`src/sv/info_frame_deframer_top_macros.svh`:
```
// assertion helpers for the deframer, clocked on clk with async reset arst_n
`ifndef INFO_FRAME_DEFRAMER_TOP_MACROS_SVH
`define INFO_FRAME_DEFRAMER_TOP_MACROS_SVH

// same-cycle implication
`define IFD_ASSERT_IMPL(label, ante, cons) \
	label: assert property (@(posedge clk) disable iff (!arst_n) (ante) |-> (cons)) \
		else $error("assertion failed");

// next-cycle implication
`define IFD_ASSERT_NEXT(label, ante, cons) \
	label: assert property (@(posedge clk) disable iff (!arst_n) (ante) |=> (cons)) \
		else $error("assertion failed");

`endif

```
`src/sv/ifd_pkg.sv`:
```
`timescale 1ns / 1ps
// ----------------------------------------------------------------------------
// ifd_pkg
// Shared types and byte codes of the information frame deframer.
// ----------------------------------------------------------------------------
package ifd_pkg;

	typedef enum logic [2:0] {
		ST_HUNT = 3'd0,
		ST_FLAG = 3'd1,
		ST_ADDR = 3'd2,
		ST_CTRL = 3'd3,
		ST_BODY = 3'd4,
		ST_ESC  = 3'd5
	} hunt_state_t;

	typedef enum logic [1:0] {
		KIND_DATA   = 2'd0,
		KIND_ACCEPT = 2'd1,
		KIND_REJECT = 2'd2,
		KIND_ABORT  = 2'd3
	} kind_t;

	localparam logic [7:0] FLAG_BYTE = 8'h7E;
	localparam logic [7:0] ADDR_BYTE = 8'h03;
	localparam logic [7:0] CTRL_I0   = 8'h00;
	localparam logic [7:0] CTRL_I1   = 8'h80;
	localparam logic [7:0] ESC_BYTE  = 8'h7D;
	localparam logic [7:0] ESC_XOR   = 8'h20;
	localparam logic [7:0] RR_SEQ1   = 8'hAA;
	localparam logic [7:0] RR_SEQ0   = 8'hAB;
	localparam logic [7:0] REJ_SEQ1  = 8'h54;
	localparam logic [7:0] REJ_SEQ0  = 8'h55;

endpackage

```
`src/sv/info_frame_deframer_top.sv`:
```
`timescale 1ns / 1ps
// ----------------------------------------------------------------------------
// info_frame_deframer_top
// Byte-stuffed information frame receiver: header check, unstuffing,
// one-byte hold-back of the body and XOR check at the closing flag.
// ----------------------------------------------------------------------------
// a byte waits in the input register; the frame state update then loads its result
// into the output register, and out_stall can hold the byte in the input register
// throughput: one byte per cycle while out_stall does not hold a pending result
// reset: arst_n clears the hunt state, frame counters and sequence bit at once
// ----------------------------------------------------------------------------
`include "info_frame_deframer_top_macros.svh"

module info_frame_deframer_top #(
	parameter int MAX_PAYLOAD = 4096,
	localparam int CW = $clog2(MAX_PAYLOAD + 1)
) (
	input  logic          clk,
	input  logic          arst_n,
	input  logic          in_valid,
	output logic          in_stall,
	input  logic [7:0]    rx_byte,
	output logic          out_valid,
	input  logic          out_stall,
	output logic [1:0]    kind,
	output logic [7:0]    out_byte,
	output logic [CW-1:0] payload_count
);

	localparam logic [CW-1:0] CNT_MAX = CW'(MAX_PAYLOAD);

	// input register
	logic       valid_s1;
	logic [7:0] byte_s1;

	// frame state
	ifd_pkg::hunt_state_t state_q, state_d;
	logic [7:0]    hdr_ctrl_q, hdr_ctrl_d;
	logic [7:0]    held_q, held_d;
	logic          held_valid_q, held_valid_d;
	logic [7:0]    xor_q, xor_d;
	logic [CW-1:0] cnt_q, cnt_d;
	logic          seq_q, seq_d;

	// result of the item in s1
	logic          res_valid;
	ifd_pkg::kind_t res_kind;
	logic [7:0]    res_byte;
	logic [CW-1:0] res_cnt;

	// output register
	logic          out_valid_q;
	ifd_pkg::kind_t kind_q;
	logic [7:0]    out_byte_q;
	logic [CW-1:0] cnt_out_q;

	logic adv;
	logic take;
	logic [7:0] take_byte;
	logic ok;

	assign adv      = valid_s1 && (!out_valid_q || !out_stall);
	assign in_stall = valid_s1 && !adv;

	always_ff @(posedge clk or negedge arst_n) begin
		if (!arst_n) begin
			valid_s1 <= 1'b0;
		end else if (!in_stall) begin
			valid_s1 <= in_valid;
		end
	end

	always_ff @(posedge clk) begin
		if (in_valid && !in_stall) begin
			byte_s1 <= rx_byte;
		end
	end

	always_comb begin
		state_d      = state_q;
		hdr_ctrl_d   = hdr_ctrl_q;
		held_d       = held_q;
		held_valid_d = held_valid_q;
		xor_d        = xor_q;
		cnt_d        = cnt_q;
		seq_d        = seq_q;
		res_valid    = 1'b0;
		res_kind     = ifd_pkg::KIND_DATA;
		res_byte     = 8'h00;
		res_cnt      = cnt_q;
		take         = 1'b0;
		take_byte    = byte_s1;
		ok           = held_valid_q && (xor_q == held_q);
		unique case (state_q)
			ifd_pkg::ST_HUNT: begin
				if (byte_s1 == ifd_pkg::FLAG_BYTE) begin
					state_d = ifd_pkg::ST_FLAG;
				end
			end
			ifd_pkg::ST_FLAG: begin
				if (byte_s1 == ifd_pkg::ADDR_BYTE) begin
					state_d = ifd_pkg::ST_ADDR;
				end else if (byte_s1 != ifd_pkg::FLAG_BYTE) begin
					state_d = ifd_pkg::ST_HUNT;
				end
			end
			ifd_pkg::ST_ADDR: begin
				if (byte_s1 == ifd_pkg::CTRL_I0 || byte_s1 == ifd_pkg::CTRL_I1) begin
					hdr_ctrl_d = byte_s1;
					state_d    = ifd_pkg::ST_CTRL;
				end else if (byte_s1 == ifd_pkg::FLAG_BYTE) begin
					state_d = ifd_pkg::ST_FLAG;
				end else begin
					state_d = ifd_pkg::ST_HUNT;
				end
			end
			ifd_pkg::ST_CTRL: begin
				if (byte_s1 == (ifd_pkg::ADDR_BYTE ^ hdr_ctrl_q)) begin
					held_d       = 8'h00;
					held_valid_d = 1'b0;
					xor_d        = 8'h00;
					cnt_d        = '0;
					state_d      = ifd_pkg::ST_BODY;
				end else if (byte_s1 == ifd_pkg::FLAG_BYTE) begin
					state_d = ifd_pkg::ST_FLAG;
				end else begin
					state_d = ifd_pkg::ST_HUNT;
				end
			end
			ifd_pkg::ST_BODY: begin
				if (byte_s1 == ifd_pkg::FLAG_BYTE) begin
					res_valid = 1'b1;
					if (ok) begin
						res_kind = ifd_pkg::KIND_ACCEPT;
						res_byte = seq_q ? ifd_pkg::RR_SEQ1 : ifd_pkg::RR_SEQ0;
						seq_d    = !seq_q;
					end else begin
						res_kind = ifd_pkg::KIND_REJECT;
						res_byte = seq_q ? ifd_pkg::REJ_SEQ1 : ifd_pkg::REJ_SEQ0;
					end
					held_d       = 8'h00;
					held_valid_d = 1'b0;
					xor_d        = 8'h00;
					cnt_d        = '0;
					state_d      = ifd_pkg::ST_HUNT;
				end else if (byte_s1 == ifd_pkg::ESC_BYTE) begin
					state_d = ifd_pkg::ST_ESC;
				end else begin
					take = 1'b1;
				end
			end
			ifd_pkg::ST_ESC: begin
				if (byte_s1 == (ifd_pkg::FLAG_BYTE ^ ifd_pkg::ESC_XOR) ||
					byte_s1 == (ifd_pkg::ESC_BYTE ^ ifd_pkg::ESC_XOR)) begin
					take      = 1'b1;
					take_byte = byte_s1 ^ ifd_pkg::ESC_XOR;
					state_d   = ifd_pkg::ST_BODY;
				end else begin
					res_valid    = 1'b1;
					res_kind     = ifd_pkg::KIND_ABORT;
					held_d       = 8'h00;
					held_valid_d = 1'b0;
					xor_d        = 8'h00;
					cnt_d        = '0;
					state_d      = ifd_pkg::ST_HUNT;
				end
			end
			default: begin
				state_d = ifd_pkg::ST_HUNT;
			end
		endcase
		// body byte: release the held one, keep the new one back
		if (take) begin
			if (held_valid_q) begin
				xor_d = xor_q ^ held_q;
				if (cnt_q < CNT_MAX) begin
					cnt_d = cnt_q + 1'b1;
				end
				res_valid = 1'b1;
				res_kind  = ifd_pkg::KIND_DATA;
				res_byte  = held_q;
				res_cnt   = cnt_d;
			end
			held_d       = take_byte;
			held_valid_d = 1'b1;
		end
	end

	always_ff @(posedge clk or negedge arst_n) begin
		if (!arst_n) begin
			state_q      <= ifd_pkg::ST_HUNT;
			hdr_ctrl_q   <= 8'h00;
			held_q       <= 8'h00;
			held_valid_q <= 1'b0;
			xor_q        <= 8'h00;
			cnt_q        <= '0;
			seq_q        <= 1'b0;
		end else if (adv) begin
			state_q      <= state_d;
			hdr_ctrl_q   <= hdr_ctrl_d;
			held_q       <= held_d;
			held_valid_q <= held_valid_d;
			xor_q        <= xor_d;
			cnt_q        <= cnt_d;
			seq_q        <= seq_d;
		end
	end

	always_ff @(posedge clk or negedge arst_n) begin
		if (!arst_n) begin
			out_valid_q <= 1'b0;
		end else if (adv) begin
			out_valid_q <= res_valid;
		end else if (!out_stall) begin
			out_valid_q <= 1'b0;
		end
	end

	always_ff @(posedge clk) begin
		if (adv && res_valid) begin
			kind_q     <= res_kind;
			out_byte_q <= res_byte;
			cnt_out_q  <= res_cnt;
		end
	end

	assign out_valid     = out_valid_q;
	assign kind          = kind_q;
	assign out_byte      = out_byte_q;
	assign payload_count = cnt_out_q;

	// a count only grows while a byte is held back
	`IFD_ASSERT_IMPL(a_cnt_needs_held, !held_valid_q, cnt_q == '0)
	// a released payload byte is always counted
	`IFD_ASSERT_IMPL(a_data_counted, out_valid_q && kind_q == ifd_pkg::KIND_DATA,
		cnt_out_q != '0)
	// an abort carries no byte
	`IFD_ASSERT_IMPL(a_abort_zero, out_valid_q && kind_q == ifd_pkg::KIND_ABORT,
		out_byte_q == 8'h00)
	// an accepted frame flips the sequence bit
	`IFD_ASSERT_NEXT(a_seq_toggle, adv && res_valid && res_kind == ifd_pkg::KIND_ACCEPT,
		seq_q != $past(seq_q))

endmodule

```
`config.mk`:
```
export PLATFORM = sky130hd
export DESIGN_NAME = info_frame_deframer_top
export DESIGN_NICKNAME = d
export VERILOG_FILES = /design/src/sv/ifd_pkg.sv /design/src/sv/info_frame_deframer_top.sv
export VERILOG_INCLUDE_DIRS = /design/src /design/src/sv
export SDC_FILE = /design/constraint.sdc
export NUM_CORES = 1
export LEC_CHECK = 0
export BUFFER_PORTS_ARGS = -buffer_cell sky130_fd_sc_hd__buf_4
export CORE_MARGIN = 1.5
export CORE_UTILIZATION = 58
export DETAILED_ROUTE_END_ITERATION = 7
export HOLD_SLACK_MARGIN = 0.15
export PLACE_DENSITY = 0.76
export SLEW_MARGIN = 10
export SYNTH_ARGS = -nofsm -noshare
export SYNTH_HDL_FRONTEND = slang
export SYNTH_SLANG_ARGS = --single-unit
```
`constraint.sdc`:
```
create_clock -name clk -period 4.49 [get_ports clk]
set_input_delay 0.449 -clock clk [delete_from_list [all_inputs] [get_ports clk]]
set_output_delay 0.449 -clock clk [all_outputs]
set_load 0.01 [all_outputs]
```
==> impl_metrics.py <==
metrics = {
    "sta": {
        "finalHoldViolCount": 0,
        "worst_pin_slew_ps": 1170,
        "fin_crit_sh_pct": 61.7,
        "setup_viol": 0,
        "fmax_mhz": 361,
        "rsz0062_at_grt": "no",
        "relSlewSlack_pct": 21.8,
        "fin_skew_ps": 10.9,
        "report.final.slew_viol_count": 0,
        "period_needed_ps": 2770,
        "tns_ps": 0,
        "setup_slack_ps": 1720,
    },
    "yosys": {
        "ys.warnings.count": 0,
        "synth_top_area_cell": "dfrtp_1",
        "synth_top_area_share_pct": 29.5,
        "syn_nets": 348,
        "syn_area_mm2": 0.00373,
        "synth.most_common_cell": "dfrtp_1",
        "synth_edf_count": 31,
        "syn_avg_cell_area_um2": 11.1,
        "synth.yosys.seq_area_share_pct": 54.4,
        "synth-seq-cells": 75,
        "async_flop_share_pct": 58.7,
        "synthTopCellsByArea": "dfrtp_1 29%, edfxtp_1 25%, xor2_1 4.0%, a21o_1 3.0%, nor2_1 2.5%",
        "synth_cells": 335,
        "ys.flop_type": "dfrtp_1",
        "synth_common_cells": "44 x dfrtp_1, 31 x edfxtp_1, 25 x nor2_1",
        "yosysUniqueCellTypes": 55,
    },
    "clocking": {
        "clock-sinks": 75,
        "clockBufferDepth": 2,
        "cts.clk_slew.worst_paths_ps": 80,
        "clockRootBuffer": "clkbuf_8",
        "cts_setup_buffers": 0,
        "htree_levels": 3,
        "cts_inserted_buffers": 9,
        "cts_tree": "yes",
        "clk_latency_ps": 350,
    },
    "outcome": {
        "outcome": "completed",
    },
    "worst_hold_path": {
        "worstHoldStart": "rx_byte[7]",
        "hold_end": "byte_s1[7]$_DFFE_PP_",
        "holdCritPathClass": "input pin to register",
        "hold_depth": 1,
    },
    "finish": {
        "nets": 382,
        "syn_to_final_growth_pct": 13.8,
        "drive_above_1_share_pct": 19.0,
        "diodes": 0,
    },
    "routing": {
        "drt_iter0_markers": 205,
        "wire_per_inst_um": 16.8,
        "drc_errors": 0,
        "ant_nets": 0,
        "vias": 2676,
        "drt-vias-per-instance": 5.93,
        "dr.pass1.iters": 4,
        "routed_wl_um": 7580,
    },
    "placed_design": {
        "place_ws_ps": 1720,
        "gp_congestion": 0.886,
        "dpl.hpwl_um": 5340,
        "port_buffers": 36,
    },
    "die": {
        "fp.dieW_um": 83.2,
        "dieArea_mm2": 0.00693,
        "num_io_pins": 37,
        "core_area_mm2": 0.00628,
        "initial_utilization_pct": 59.5,
        "die_h_um": 83.2,
        "rows": 29,
    },
    "global_routing": {
        "gr-usage-all-layers_pct": 23.3,
        "grt_pass1_vias": 2501,
        "antenna_found_initial": 0,
        "grt_start_max_net_pins": 45,
        "overflow": 0,
        "grt_pass1_wl_um": 12500,
    },
    "worst_setup_path": {
        "cp-end-kind": "register",
        "r2r_cells": 5,
        "crit_arrival_ps": 2730,
        "crit_path_max_fanout": 23,
        "critPathKind": "register to register",
        "r2r_end": "out_byte[6]$_DFFE_PP_",
        "crit_required_ps": 4450,
        "worst_setup_path_start_kind": "register",
        "reg2reg_from": "byte_s1[0]$_DFFE_PP_",
        "rrSetupSlack_ps": 1720,
    },
    "power": {
        "powerDensity_mw_per_mm2": 319,
        "ir_drop_mv": 0.257,
        "p_leak_nw": 1.86,
    },
    "job": {
        "drv_cap": 0,
    },
}
-- area by class of cell --
cell class	instances	area [um^2]
Multi-Input combinational cell	238	1600
Tap cell	77	96.3
Timing Repair Buffer	38	288
Inverter	7	26.3
Clock buffer	12	178
Sequential cell	75	2030
Fill cell	519	2030
Clock inverter	4	30.0
-- worst max path at each step --
stage / startpoint / end / depth (start not counted)
CTS: byte_s1[1]$_DFFE_PP_ / out_byte[3]$_DFFE_PP_ / 5
detailed placement: byte_s1[0]$_DFFE_PP_ / out_byte[1]$_DFFE_PP_ / 5
finish: byte_s1[0]$_DFFE_PP_ / out_byte[6]$_DFFE_PP_ / 5
global placement: byte_s1[1]$_DFFE_PP_ / payload_count[7]$_DFFE_PP_ / 5
floorplan: byte_s1[4]$_DFFE_PP_ / kind[0]$_DFFE_PP_ / 5
global route: byte_s1[4]$_DFFE_PP_ / out_byte[4]$_DFFE_PP_ / 5
-- metrics by stage --
| stage | power (mW) | hold slack, ps | util [%] | instance area, um^2 | instances |
|---|---|---|---|---|---|
| 2_1_floorplan | 0.813 | 153 | - | 3730 | 335 |
| 3_3_place_gp | 0.846 | 466 | 64.2 | 4030 | 434 |
| 3_5_place_dp | 0.847 | 469 | 64.2 | 4030 | 434 |
| 4_1_cts | 1.36 | 266 | 67.7 | 4250 | 451 |
| 5_1_grt | 1.41 | 257 | 67.7 | 4250 | 451 |
| 6_report | 1.36 | 278 | 67.7 | 4250 | 451 |
-- critical path: stages (launching register included) --
cell	delay, ps
edfxtp_1	550
xor2_1	220
a41oi_2	300
a311o_1	160
o311ai_0	210
nor2_2	950
-- kinds of logic after synthesis --
logic type,Yosys count,share of synthesized area [%]
simple gates,110,16.1
compound gates,95,18.3
flops,75,54.4
xor+xnor,28,6.77
buf+inv,22,2.85
mux,4,1.21
fa+ha+maj,1,0.335
-- repair_timing --
| action | in CTS | in global routing |
|---|---|---|
| hold buffers | 1 | 0 |
| resized for setup | 0 | 0 |
| hold endpoints to repair | 44 | 0 |
| setup endpoints to repair | 0 | 0 |
-- sequential cells by signal, summed over array words and instances, names as in the netlist --
| signal | count |
|---|---|
| hdr_ctrl_q | 8 |
| seq_q | 1 |
| out_byte | 8 |
| kind | 2 |
| held_valid_q | 1 |
| out_valid | 1 |
| byte_s1 | 8 |
| cnt_q | 13 |
| state_q | 3 |
| xor_q | 8 |
| valid_s1 | 1 |
| payload_count | 13 |
| held_q | 8 |
-- placed cells by master, fill, tap and decap left out, types with 4 or more instances in the layout --
cell type / instances
dfrtp_1: 44
buf_4: 37
edfxtp_1: 31
nor2_1: 24
nand2_1: 19
o21ai_0: 18
xor2_1: 17
a21oi_1: 16
a21o_1: 15
nand3_1: 12
and2_1: 11
o21a_1: 11
xnor2_1: 10
and3_1: 9
a22o_1: 9
clkbuf_8: 9
inv_1: 7
a31oi_1: 7
nor3_1: 6
nor2b_1: 5
nand2b_1: 4
mux2_2: 4
-- where the power goes --
group          switching [mW]  leakage (nW)  internal [mW]
Clock                   0.254         0.103          0.269
Sequential             0.0271         0.836          0.727
Combinational          0.0440         0.917         0.0349
Total                   0.325          1.86           1.03
-- layer usage --
layer / global-route usage [%] / wire length, um / vias up
li1: - / - / 1298
met1: 34.3 / 3610 / 1289
met2: 35.0 / 3460 / 81
met3: 4.97 / 430 / 8
met4: 7.12 / 76 / 0
met5: 0 / 0 / -
Note: power is estimated with default switching activity, not from simulation.
